$ cat src/design/spq_pkg.sv
// Package of shared types and constants for the sorted priority queue.
package spq_pkg;

   localparam int DEF_CAPACITY = 16;
   localparam int WORD_W       = 32;
   localparam int ENTRY_W      = 2 * WORD_W;

   typedef enum logic [1:0] {
      CMD_PUSH  = 2'd0,
      CMD_POP   = 2'd1,
      CMD_CLEAR = 2'd2
   } cmd_type;

   typedef enum logic [1:0] {
      ST_OK    = 2'd0,
      ST_EMPTY = 2'd1,
      ST_FULL  = 2'd2
   } status_type;

   typedef enum logic [1:0] {
      RD_HEAD = 2'd0,
      RD_CUR  = 2'd1,
      RD_NEXT = 2'd2
   } rd_sel_type;

   typedef enum logic [2:0] {
      S_IDLE      = 3'd0,
      S_POP_DATA  = 3'd1,
      S_PUSH_RD   = 3'd2,
      S_PUSH_CMP  = 3'd3,
      S_PUSH_LAST = 3'd4,
      S_FINISH    = 3'd5
   } state_type;

   typedef struct packed {
      logic       accept;
      status_type status_code;
      logic       rd_en;
      rd_sel_type rd_sel;
      logic       wr_shift;
      logic       wr_new;
      logic       pop_take;
      logic       clear;
      logic       load_rsp;
   } dp_cmd_type;

   typedef struct packed {
      logic count_zero;
      logic count_full;
      logic k_zero;
      logic k_one;
      logic greater;
      logic rsp_free;
   } dp_status_type;

endpackage

$ cat src/design/sorted_priority_queue.sv
// Top level of the sorted priority queue: controller, datapath and store.
//
//   Channel  Ports                                           Direction
//   req      req_valid, req_stall, req_cmd, req_value,       in (stall out)
//            req_priority_req
//   rsp      rsp_valid, rsp_stall, rsp_status, rsp_out_value, out (stall in)
//            rsp_out_priority, rsp_is_empty, rsp_is_full
//
// Entries sit in order in a circular RAM; a pop reads the head slot, a push walks
// from the tail towards the head, moving one larger entry per cycle through the RAM.
// Clear, a push into a full queue and a pop on an empty one go straight to finishing;
// a pop first reads the head slot, and a push first shifts each larger stored entry.
// One item is in work at a time; the next is taken while the previous result waits.
// Reset is synchronous and empties the queue; RAM contents are left as they are.
module sorted_priority_queue import spq_pkg::*; #(
   parameter int CAPACITY = DEF_CAPACITY
) (
   input  logic                     clock,
   input  logic                     reset,
   input  logic                     req_valid,
   output logic                     req_stall,
   input  logic [1:0]               req_cmd,
   input  logic signed [WORD_W-1:0] req_value,
   input  logic signed [WORD_W-1:0] req_priority_req,
   output logic                     rsp_valid,
   input  logic                     rsp_stall,
   output logic [1:0]               rsp_status,
   output logic signed [WORD_W-1:0] rsp_out_value,
   output logic signed [WORD_W-1:0] rsp_out_priority,
   output logic                     rsp_is_empty,
   output logic                     rsp_is_full
);

   dp_cmd_type    dp_cmd;
   dp_status_type dp_sts;

   spq_ctrl u_ctrl (
      .clock     (clock),
      .reset     (reset),
      .req_valid (req_valid),
      .req_cmd   (req_cmd),
      .req_stall (req_stall),
      .sts       (dp_sts),
      .cmd       (dp_cmd)
   );

   spq_dp #(
      .CAPACITY (CAPACITY)
   ) u_dp (
      .clock            (clock),
      .reset            (reset),
      .req_value        (req_value),
      .req_priority_req (req_priority_req),
      .cmd              (dp_cmd),
      .sts              (dp_sts),
      .rsp_stall        (rsp_stall),
      .rsp_valid        (rsp_valid),
      .rsp_status       (rsp_status),
      .rsp_out_value    (rsp_out_value),
      .rsp_out_priority (rsp_out_priority),
      .rsp_is_empty     (rsp_is_empty),
      .rsp_is_full      (rsp_is_full)
   );

endmodule

$ cat src/design/spq_ram.sv
// Generic simple dual-port RAM with one write port and a registered read port.
module spq_ram #(
   parameter int WIDTH = 64,
   parameter int DEPTH = 16,
   localparam int ADDR_W = $clog2(DEPTH)
) (
   input  logic              clock,
   input  logic              wr_en,
   input  logic [ADDR_W-1:0] wr_addr,
   input  logic [WIDTH-1:0]  wr_data,
   input  logic              rd_en,
   input  logic [ADDR_W-1:0] rd_addr,
   output logic [WIDTH-1:0]  rd_data
);

   logic [WIDTH-1:0] mem_ff [DEPTH];
   logic [WIDTH-1:0] rd_data_ff;

   always_ff @(posedge clock) begin
      if (wr_en) begin
         mem_ff[wr_addr] <= wr_data;
      end
      if (rd_en) begin
         rd_data_ff <= mem_ff[rd_addr];
      end
   end

   assign rd_data = rd_data_ff;

endmodule

$ cat src/design/spq_ctrl.sv
// Controller state machine that sequences push, pop and clear operations.
module spq_ctrl import spq_pkg::*; (
   input  logic          clock,
   input  logic          reset,
   input  logic          req_valid,
   input  logic [1:0]    req_cmd,
   output logic          req_stall,
   input  dp_status_type sts,
   output dp_cmd_type    cmd
);

   state_type state_ff;
   state_type state_in;

   always_ff @(posedge clock) begin
      if (reset) begin
         state_ff <= S_IDLE;
      end else begin
         state_ff <= state_in;
      end
   end

   always_comb begin
      state_in        = state_ff;
      cmd             = '0;
      cmd.status_code = ST_OK;
      cmd.rd_sel      = RD_HEAD;
      req_stall       = (state_ff != S_IDLE);
      unique case (state_ff)
         S_IDLE: begin
            if (req_valid) begin
               cmd.accept = 1'b1;
               unique case (req_cmd)
                  CMD_PUSH: begin
                     if (sts.count_full) begin
                        cmd.status_code = ST_FULL;
                        state_in        = S_FINISH;
                     end else begin
                        state_in = S_PUSH_RD;
                     end
                  end
                  CMD_POP: begin
                     if (sts.count_zero) begin
                        cmd.status_code = ST_EMPTY;
                        state_in        = S_FINISH;
                     end else begin
                        cmd.rd_en  = 1'b1;
                        cmd.rd_sel = RD_HEAD;
                        state_in   = S_POP_DATA;
                     end
                  end
                  CMD_CLEAR: begin
                     cmd.clear = 1'b1;
                     state_in  = S_FINISH;
                  end
                  default: begin
                     state_in = S_FINISH;
                  end
               endcase
            end
         end
         S_POP_DATA: begin
            cmd.pop_take = 1'b1;
            state_in     = S_FINISH;
         end
         S_PUSH_RD: begin
            if (sts.k_zero) begin
               cmd.wr_new = 1'b1;
               state_in   = S_FINISH;
            end else begin
               cmd.rd_en  = 1'b1;
               cmd.rd_sel = RD_CUR;
               state_in   = S_PUSH_CMP;
            end
         end
         S_PUSH_CMP: begin
            // A larger stored priority moves one slot towards the tail.
            if (sts.greater) begin
               cmd.wr_shift = 1'b1;
               if (sts.k_one) begin
                  state_in = S_PUSH_LAST;
               end else begin
                  cmd.rd_en  = 1'b1;
                  cmd.rd_sel = RD_NEXT;
               end
            end else begin
               cmd.wr_new = 1'b1;
               state_in   = S_FINISH;
            end
         end
         S_PUSH_LAST: begin
            cmd.wr_new = 1'b1;
            state_in   = S_FINISH;
         end
         S_FINISH: begin
            if (sts.rsp_free) begin
               cmd.load_rsp = 1'b1;
               state_in     = S_IDLE;
            end
         end
         default: begin
            state_in = S_IDLE;
         end
      endcase
   end

endmodule

$ cat src/design/spq_dp.sv
// Datapath: circular sorted store, insertion pointers and the result register.
module spq_dp import spq_pkg::*; #(
   parameter int CAPACITY = DEF_CAPACITY
) (
   input  logic                     clock,
   input  logic                     reset,
   input  logic signed [WORD_W-1:0] req_value,
   input  logic signed [WORD_W-1:0] req_priority_req,
   input  dp_cmd_type               cmd,
   output dp_status_type            sts,
   input  logic                     rsp_stall,
   output logic                     rsp_valid,
   output logic [1:0]               rsp_status,
   output logic signed [WORD_W-1:0] rsp_out_value,
   output logic signed [WORD_W-1:0] rsp_out_priority,
   output logic                     rsp_is_empty,
   output logic                     rsp_is_full
);

   localparam int PTR_W = $clog2(CAPACITY);
   localparam int CNT_W = $clog2(CAPACITY + 1);

   function automatic logic [PTR_W-1:0] ptr_inc(input logic [PTR_W-1:0] p);
      return (p == PTR_W'(CAPACITY - 1)) ? '0 : p + 1'b1;
   endfunction

   function automatic logic [PTR_W-1:0] ptr_dec(input logic [PTR_W-1:0] p);
      return (p == '0) ? PTR_W'(CAPACITY - 1) : p - 1'b1;
   endfunction

   logic [PTR_W-1:0]  head_ff, head_in;
   logic [CNT_W-1:0]  count_ff, count_in;
   logic [PTR_W-1:0]  wr_ptr_ff, wr_ptr_in;
   logic [PTR_W-1:0]  rd_ptr_ff, rd_ptr_in;
   logic [CNT_W-1:0]  k_ff, k_in;
   logic [WORD_W-1:0] new_value_ff, new_value_in;
   logic [WORD_W-1:0] new_prio_ff, new_prio_in;
   status_type        res_status_ff, res_status_in;
   logic [WORD_W-1:0] res_value_ff, res_value_in;
   logic [WORD_W-1:0] res_prio_ff, res_prio_in;
   logic              rsp_valid_ff, rsp_valid_in;
   status_type        rsp_status_ff, rsp_status_in;
   logic [WORD_W-1:0] rsp_value_ff, rsp_value_in;
   logic [WORD_W-1:0] rsp_prio_ff, rsp_prio_in;
   logic              rsp_empty_ff, rsp_empty_in;
   logic              rsp_full_ff, rsp_full_in;

   logic [PTR_W:0]     tail_sum;
   logic [PTR_W:0]     tail_wrap;
   logic [PTR_W-1:0]   tail_ptr;
   logic               ram_wr_en;
   logic [PTR_W-1:0]   ram_rd_addr;
   logic [ENTRY_W-1:0] ram_wr_data;
   logic [ENTRY_W-1:0] ram_rd_data;
   logic [WORD_W-1:0]  rd_value;
   logic [WORD_W-1:0]  rd_prio;

   // Physical slot just behind the last stored entry.
   assign tail_sum  = {1'b0, head_ff} + (PTR_W + 1)'(count_ff);
   assign tail_wrap = tail_sum - (PTR_W + 1)'(CAPACITY);
   assign tail_ptr  = (tail_sum >= (PTR_W + 1)'(CAPACITY)) ?
                      tail_wrap[PTR_W-1:0] : tail_sum[PTR_W-1:0];

   assign rd_prio  = ram_rd_data[ENTRY_W-1:WORD_W];
   assign rd_value = ram_rd_data[WORD_W-1:0];

   always_comb begin
      unique case (cmd.rd_sel)
         RD_HEAD: ram_rd_addr = head_ff;
         RD_CUR:  ram_rd_addr = rd_ptr_ff;
         RD_NEXT: ram_rd_addr = ptr_dec(rd_ptr_ff);
         default: ram_rd_addr = head_ff;
      endcase
   end

   assign ram_wr_en   = cmd.wr_shift | cmd.wr_new;
   assign ram_wr_data = cmd.wr_shift ? ram_rd_data : {new_prio_ff, new_value_ff};

   spq_ram #(
      .WIDTH (ENTRY_W),
      .DEPTH (CAPACITY)
   ) u_store (
      .clock   (clock),
      .wr_en   (ram_wr_en),
      .wr_addr (wr_ptr_ff),
      .wr_data (ram_wr_data),
      .rd_en   (cmd.rd_en),
      .rd_addr (ram_rd_addr),
      .rd_data (ram_rd_data)
   );

   assign sts.count_zero = (count_ff == '0);
   assign sts.count_full = (count_ff == CNT_W'(CAPACITY));
   assign sts.k_zero     = (k_ff == '0);
   assign sts.k_one      = (k_ff == CNT_W'(1));
   assign sts.greater    = ($signed(rd_prio) > $signed(new_prio_ff));
   assign sts.rsp_free   = !rsp_valid_ff || !rsp_stall;

   always_comb begin
      head_in       = head_ff;
      count_in      = count_ff;
      wr_ptr_in     = wr_ptr_ff;
      rd_ptr_in     = rd_ptr_ff;
      k_in          = k_ff;
      new_value_in  = new_value_ff;
      new_prio_in   = new_prio_ff;
      res_status_in = res_status_ff;
      res_value_in  = res_value_ff;
      res_prio_in   = res_prio_ff;
      rsp_valid_in  = rsp_valid_ff;
      rsp_status_in = rsp_status_ff;
      rsp_value_in  = rsp_value_ff;
      rsp_prio_in   = rsp_prio_ff;
      rsp_empty_in  = rsp_empty_ff;
      rsp_full_in   = rsp_full_ff;

      if (cmd.accept) begin
         new_value_in  = req_value;
         new_prio_in   = req_priority_req;
         res_status_in = cmd.status_code;
         res_value_in  = '0;
         res_prio_in   = '0;
         k_in          = count_ff;
         wr_ptr_in     = tail_ptr;
         rd_ptr_in     = ptr_dec(tail_ptr);
      end
      if (cmd.wr_shift) begin
         wr_ptr_in = rd_ptr_ff;
         rd_ptr_in = ptr_dec(rd_ptr_ff);
         k_in      = k_ff - 1'b1;
      end
      if (cmd.wr_new) begin
         count_in = count_ff + 1'b1;
      end
      if (cmd.pop_take) begin
         res_value_in = rd_value;
         res_prio_in  = rd_prio;
         head_in      = ptr_inc(head_ff);
         count_in     = count_ff - 1'b1;
      end
      if (cmd.clear) begin
         count_in = '0;
      end

      if (rsp_valid_ff && !rsp_stall) begin
         rsp_valid_in = 1'b0;
      end
      if (cmd.load_rsp) begin
         rsp_valid_in  = 1'b1;
         rsp_status_in = res_status_ff;
         rsp_value_in  = res_value_ff;
         rsp_prio_in   = res_prio_ff;
         rsp_empty_in  = (count_ff == '0);
         rsp_full_in   = (count_ff == CNT_W'(CAPACITY));
      end
   end

   always_ff @(posedge clock) begin
      if (reset) begin
         head_ff      <= '0;
         count_ff     <= '0;
         rsp_valid_ff <= 1'b0;
      end else begin
         head_ff      <= head_in;
         count_ff     <= count_in;
         rsp_valid_ff <= rsp_valid_in;
      end
   end

   always_ff @(posedge clock) begin
      wr_ptr_ff     <= wr_ptr_in;
      rd_ptr_ff     <= rd_ptr_in;
      k_ff          <= k_in;
      new_value_ff  <= new_value_in;
      new_prio_ff   <= new_prio_in;
      res_status_ff <= res_status_in;
      res_value_ff  <= res_value_in;
      res_prio_ff   <= res_prio_in;
      rsp_status_ff <= rsp_status_in;
      rsp_value_ff  <= rsp_value_in;
      rsp_prio_ff   <= rsp_prio_in;
      rsp_empty_ff  <= rsp_empty_in;
      rsp_full_ff   <= rsp_full_in;
   end

   assign rsp_valid        = rsp_valid_ff;
   assign rsp_status       = rsp_status_ff;
   assign rsp_out_value    = rsp_value_ff;
   assign rsp_out_priority = rsp_prio_ff;
   assign rsp_is_empty     = rsp_empty_ff;
   assign rsp_is_full      = rsp_full_ff;

endmodule

$ cat config.mk
export PLATFORM = sky130hd
export DESIGN_NAME = sorted_priority_queue
export DESIGN_NICKNAME = d
export VERILOG_FILES = /design/src/design/spq_pkg.sv /design/src/design/sorted_priority_queue.sv /design/src/design/spq_ram.sv /design/src/design/spq_ctrl.sv /design/src/design/spq_dp.sv
export SDC_FILE = /design/constraint.sdc
export NUM_CORES = 2
export LEC_CHECK = 0
export ABC_AREA = 1
export ABC_CLOCK_PERIOD_IN_PS = 12210
export BUFFER_PORTS_ARGS = -buffer_cell sky130_fd_sc_hd__buf_2
export CAP_MARGIN = 20
export CORE_AREA = 3 3 351 353
export DETAILED_ROUTE_END_ITERATION = 8
export DIE_AREA = 0 0 354 356
export GPL_TIMING_DRIVEN = 1
export SETUP_SLACK_MARGIN = 0.2
export SYNTH_ARGS = -nofsm -noshare
export SYNTH_HDL_FRONTEND = slang
export SYNTH_SLANG_ARGS = --single-unit
$ cat constraint.sdc
create_clock -name clock -period 12.21 [get_ports clock]
set_input_delay 2.442 -clock clock [delete_from_list [all_inputs] [get_ports clock]]
set_output_delay 2.442 -clock clock [all_outputs]
set_load 0.02 [all_outputs]
# Yosys cells after proc, flatten, opt, wreduce, memory -nomap -nowiden
# Memory sizes are Yosys's and may differ from the RTL's. A register that Yosys moved wholly into a read port is not among the register bits.
# Cells that the tools add are included.
word_totals:
  ram_bits: 1024
  n_memories: 1
  ff_bits: 224
  elab_cells: 114
  inputBits: 70
op_classes:
  n_eq_ne: 15
  n_reduce_logical: 19
  n_lt_le_gt_ge: 2
  bitwise_logic: 1
  n_mux: 51
  n_addsub: 8
memory_table:
  columns: ["name", "depth", "width", "rd", "rd_ports_with_merged_regs", "wr", "line_no", "text"]
  rows:
  - ["u_dp.u_store.mem_ff", 16, 64, 1, 1, 1, "spq_ram.sv:16", "logic [WIDTH-1:0] mem_ff [DEPTH];"]
ops:
  columns: ["cell", "n"]
  rows:
  - ["32-bit 2-to-1 mux", 3]
  - ["64-bit 2-to-1 mux", 1]
  - ["3-bit 2-to-1 mux", 12]
  - ["4-bit 2-to-1 mux", 9]
  - ["32-bit > comparator", 1]
  - ["5-bit 2-to-1 mux", 4]
  - ["3-bit one-hot mux with 5 select lines", 1]
  - ["1-bit 2-to-1 mux", 14]
  - ["4-bit by 1-bit subtractor with 4-bit output, second input constant", 3]
  - ["5-bit zero test", 2]
  - ["5-bit by 1-bit subtractor with 5-bit output, second input constant", 2]
  - ["3-bit one-hot mux with 3 select lines", 1]
  - ["4-bit zero test", 2]
  - ["4-bit one-hot mux with 2 select lines", 1]
  - ["2-bit nonzero test", 4]
  - ["3-bit by 2-bit equality test with 1-bit output, second input constant", 2]
  - ["3-bit equality test, second input constant", 2]
  - ["6-bit 2-to-1 mux", 1]
  - ["3-bit one-hot mux with 2 select lines", 1]
  - ["4-bit by 5-bit adder with 5-bit output", 1]
  - ["5-bit by 1-bit adder with 5-bit output, second input constant", 1]
  - ["5-bit by 1-bit equality test with 1-bit output, second input constant", 1]
  - ["5-bit equality test, second input constant", 1]
  - ["5-bit >= comparator, second input constant", 1]
  - ["20 further kinds", 25]

# Longest topological paths before layout
depth:
  depth_word: 7
  depth_mapped: 29
  ltp_nobuf: 25

# Modules after synthesis
# From an unflattened synthesis, not the netlist that was laid out.
unflattened:
  cells_unflattened: 5109
  hier_area_um2: 55818.5
by_module_without_submodules:
  columns: ["module", "cells_per_inst", "n_inst", "area_per_inst_um2", "seq_area_each_um2"]
  rows:
  - ["spq_ram", 4210, 1, 45899.0, 32671.3]
  - ["spq_dp", 836, 1, 9547.9, 6536.3]
  - ["spq_ctrl", 63, 1, 371.6, 60.1]

# Worst setup path before layout
# No wires, ideal clock.
synth_timing:
  path_kind: "input port to flip-flop"
  start: "input req_valid"
  end: "register u_dp.u_store.rd_data_ff[0] (netlist: u_dp.u_store.rd_data[0]) (read register of u_dp.u_store.mem_ff), enable pin"
  setup_ns: 0.503
  required_ns: 11.707
  arrival_time_ns: 8.983
  slack_ns: 2.724
  stages: 4
  path_cell_list: "inv_1 > nor2_1 > inv_1 > o211ai_1"
synth_rtl:
  columns: ["element", "line_no", "text"]
  rows:
  - ["from (decl)", "sorted_priority_queue.sv:20", "input logic req_valid,"]
  - ["to (decl)", "spq_ram.sv:17", "logic [WIDTH-1:0] rd_data_ff;"]

# Final worst setup path
layout_timing:
  start: "register u_dp.u_store.rd_data_ff[35] (netlist: u_dp.u_store.rd_data[35]) (read register of u_dp.u_store.mem_ff)"
  end: "register u_dp.u_store.rd_data_ff[39] (netlist: u_dp.u_store.rd_data[39]) (read register of u_dp.u_store.mem_ff) (data pin)"
layout_between:
  elab_chain_cells: 5
  word_cells_on_any_way: 6
  classes_between: "order compare (1); eq/ne (2); mux (3)"
layout_lines:
  columns: ["element", "line_no", "text"]
  rows:
  - ["32-bit > comparator *", "spq_dp.sv:96", "assign sts.greater = ($signed(rd_prio) > $signed(new_prio_ff));"]
  - ["4-bit 2-to-1 mux *", "spq_ctrl.sv:78", "if (sts.greater) begin"]
  - ["3-bit one-hot mux with 3 select lines *", "spq_ctrl.sv:29", "unique case (state_ff)"]
  - ["2-bit equality test or 2-bit by 1-bit equality test with 1-bit output (tied branches)", "spq_dp.sv:68", "unique case (cmd.rd_sel)"]
  - ["4-bit one-hot mux with 2 select lines", "spq_dp.sv:68", null]
# Every way passes the cells marked *; elsewhere a longest branch is shown, timed or not.
# A chain may end at the register's enable or synchronous reset.

==> flow_summary.json <==
{
  "status": "complete, no violations",
  "end_kind": "flop",
  "slew_headroom": 0.187,
  "drtIter0Drc": 2692,
  "power_density_nw_per_um2": 227,
  "antenna_found_initial": 1,
  "cp-start-kind": "flop",
  "fin_crit_ns": 6.50,
  "antenna_cells": 0,
  "critPathBufInv": 4,
  "maxCapViolations": 0,
  "drive_gt1_frac": 0.116,
  "drt_wl_total_mm": 126,
  "synthArstFlopShare": 0,
  "nets": 4448,
  "antenna_left": 0,
  "path_class": "flop to flop",
  "grt_pass1_vias": 29914,
  "cp_top_family": "buffers and inverters",
  "synthesis.instances": 4215,
  "drc_errors": 0,
  "syn2layout_area_growth_pct": 12.1,
  "firstDrtPassIters": 6,
  "clock_latency_ns": 0.76,
  "n_fill_cell": 10285,
  "drv_slew": 0,
  "dp_hpwl_mm": 63.8,
  "cts_max_level": 4,
  "clockBufferDepth": 3,
  "hold_viol_final": 0,
  "clock_sinks": 1312,
  "grt_overflow": 0,
  "synth_top_area_share": 0.721,
  "num_rows": 127,
  "multi_input_area_um2": 11100,
  "peakVddDrop_v": 0.000327,
  "synth_fp_nets": 4333,
  "critPathSlowestCell": "buf_4",
  "clock_skew_ns": 0.0264,
  "synth_most_common_cell": "edfxtp_1",
  "seq_area_um2": 39300,
  "cts-resized-gates": 0,
  "max_freq_mhz": 154,
  "gp_congestion": 0.777,
  "cpMostUsedCell": "nand2_1",
  "tns_ns": 0,
  "clockRootBuffer": "clkbuf_16",
  "synth_common_cells": "edfxtp_1 (1,299), nand2_1 (723), inv_1 (666)",
  "vias_per_cell": 5.22,
  "post_cts.repair.setup_buffers": 0,
  "synth_area_um2": 54100,
  "required_ns": 12.71,
  "grt_max_degree": 209,
  "grt_first_pass_wirelength_mm": 190,
  "synth_ff_type": "edfxtp_1",
  "die-area_um2": 126000,
  "p_leak_nw": 23.2,
  "initial_core_util": 0.451,
  "rsz0062_at_grt": "false",
  "yosys_warnings": 0,
  "synth.distinct_cells": 38,
  "portBuffers": 139,
  "postLayoutCoreUtil": 0.505,
  "cts-buffers-inserted": 141,
  "die-width_um": 354,
  "post-route-period-util": 0.532,
  "tightestPinTransition_ns": 1.22,
  "core_um2": 120000,
  "pin_count": 140,
  "drt-wirelength-per-cell_um": 20.9,
  "syn_avg_cell_area_um2": 12.8,
  "cp_slowest_stage_delay_ns": 0.77,
  "synth_edf_count": 1299,
  "cts_tree": "done",
  "postCtsHoldBufs": 0,
  "cp_cell_sequence": "ha_1 -> a21oi_1 -> nand2_1 -> nand2_1 -> nand2_1 -> nand2_1 -> nand2_1 -> nand2_1 -> nand2_1 -> a21oi_1 -> nand4_1 -> ha_1 -> inv_2 -> nand2_1 -> o22ai_4 -> buf_4 -> clkinv_8 -> buf_4 -> o211ai_1 -> o21ai_0 -> o211ai_1 -> nand2_1",
  "finalSetupViolCount": 0,
  "critical_path_peak_fanout": 190,
  "synth.top_cells.by_area": "edfxtp_1 (72%), o211ai_1 (5.9%), nand2_1 (5.0%), inv_1 (4.6%), nand3_1 (2.5%)",
  "yosysSeqAreaShare": 0.725,
  "min_path_type": "flop to flop",
  "via_count": 31610,
  "grt_usage": 0.200,
  "die_y_um": 356,
  "regToRegSetupSlack_ns": 5.71,
  "crit_arrival_ns": 6.99,
  "ys_seq_elements": 1312,
  "clk_pin_slew_ns": 0.06,
  "yosys.area.top_type": "edfxtp_1"
}
==> per-stage QoR <==
| step | hold WS, ns | std cells | area [µm²] | setup WS, ns | power, mW |
|---|---|---|---|---|---|
| detailed placement | 0.405 | 5784 | 56100 | 5.77 | 9.77 |
| floorplan | 0.400 | 4215 | 54100 | 2.72 | 8.81 |
| global route | 0.420 | 6050 | 60700 | 5.20 | 14.6 |
| CTS | 0.417 | 6035 | 60500 | 5.74 | 13.9 |
| global placement | 0.401 | 5783 | 56100 | 5.47 | 9.71 |
| finish | 0.416 | 6050 | 60700 | 5.71 | 13.8 |
==> placed cells by master (no fill, tap or decap), types with 3 or more instances in the layout <==
cell        synthesis  layout
a21oi_1            48      48
buf_12              0       4
buf_2              98     139
buf_4              17      63
bufinv_16           0      11
clkbuf_1           83      30
clkbuf_16           0     143
clkinv_1            1      30
clkinv_2            0      21
clkinv_8            0       3
clkinvlp_4          0       4
dfxtp_1            13      13
edfxtp_1         1299    1299
ha_1               46      46
inv_1             666     658
inv_16              0       3
inv_2              14       3
inv_4               1      16
inv_6               0       9
nand2_1           723     722
nand3_1           270     269
nand4_1             7       7
nor2_1            119     117
nor3_1              4       3
o211ai_1          427     427
o211ai_2           73      73
o21ai_0           173     169
o21ai_1            62      66
or2_2               3       3
xnor2_1             4       4
xor2_1              7       7
==> per-layer routing <==
layer,global-route usage,vias to the layer above,routed length (µm)
li1,-,15129,-
met1,0.277,15487,56700
met2,0.331,806,60300
met3,0.0285,188,6530
met4,0.0576,0,2760
met5,0,-,0
==> path summary, 6_finish.rpt <==
check,from,endpoint,cells after the start
hold / removal,u_dp.res_value_ff[4],u_dp.rsp_out_value[4],0
setup / recovery,u_dp.u_store.rd_data[35],u_dp.u_store.rd_data[39],22
setup reg to reg,u_dp.u_store.rd_data[35],u_dp.u_store.rd_data[39],22
hold reg to reg,u_dp.res_value_ff[4],u_dp.rsp_out_value[4],0
==> layout make-up <==
class	count	share of cell area
flip-flops and latches	1312	0.647
inverters	682	0.0431
repair buffers	208	0.0210
multi-input cells	1985	0.182
clock buffers	173	0.0608
well taps	1612	0.0332
clock inverters	78	0.0123
==> kinds of logic (layout without fill, tap and decap cells) <==
kind of cell	after synthesis	after routing	synth area share
flops	1312	1312	0.725
buf+inv	918	1141	0.0716
xor+xnor	11	11	0.00178
compound gates	794	794	0.104
simple gates	1132	1132	0.0858
fa+ha+maj	48	48	0.0114
==> flip-flops by register name, indices dropped and copies added (netlist names), 2 cells and up <==
name	flops
u_ctrl.state_ff	3
u_dp.count_ff	5
u_dp.head_ff	4
u_dp.k_ff	5
u_dp.new_prio_ff	32
u_dp.new_value_ff	32
u_dp.rd_ptr_ff	4
u_dp.res_prio_ff	32
u_dp.res_status_ff	2
u_dp.res_value_ff	32
u_dp.rsp_out_priority	32
u_dp.rsp_out_value	32
u_dp.rsp_status	2
u_dp.u_store.mem_ff	1024
u_dp.u_store.rd_data	64
u_dp.wr_ptr_ff	4
==> power by group <==
| part | internal [mW] | total [mW] | switching, mW |
|---|---|---|---|
| sequential | 5.87 | 6.04 | 0.172 |
| combinational | 1.00 | 3.61 | 2.61 |
| clock | 2.39 | 4.13 | 1.74 |
==> worst reg2reg max path, cell delays in order (launching register included) <==
cell      delay [ns]
edfxtp_1        0.43
ha_1            0.34
a21oi_1         0.15
nand2_1         0.10
nand2_1         0.07
nand2_1         0.17
nand2_1         0.12
nand2_1         0.14
nand2_1         0.15
nand2_1         0.08
a21oi_1         0.27
nand4_1         0.32
ha_1            0.49
inv_2           0.14
nand2_1         0.10
o22ai_4         0.10
buf_4           0.58
clkinv_8        0.69
buf_4           1.13
o211ai_1        0.25
o21ai_0         0.11
o211ai_1        0.22
nand2_1         0.09
(Power assumes the default switching activity.)
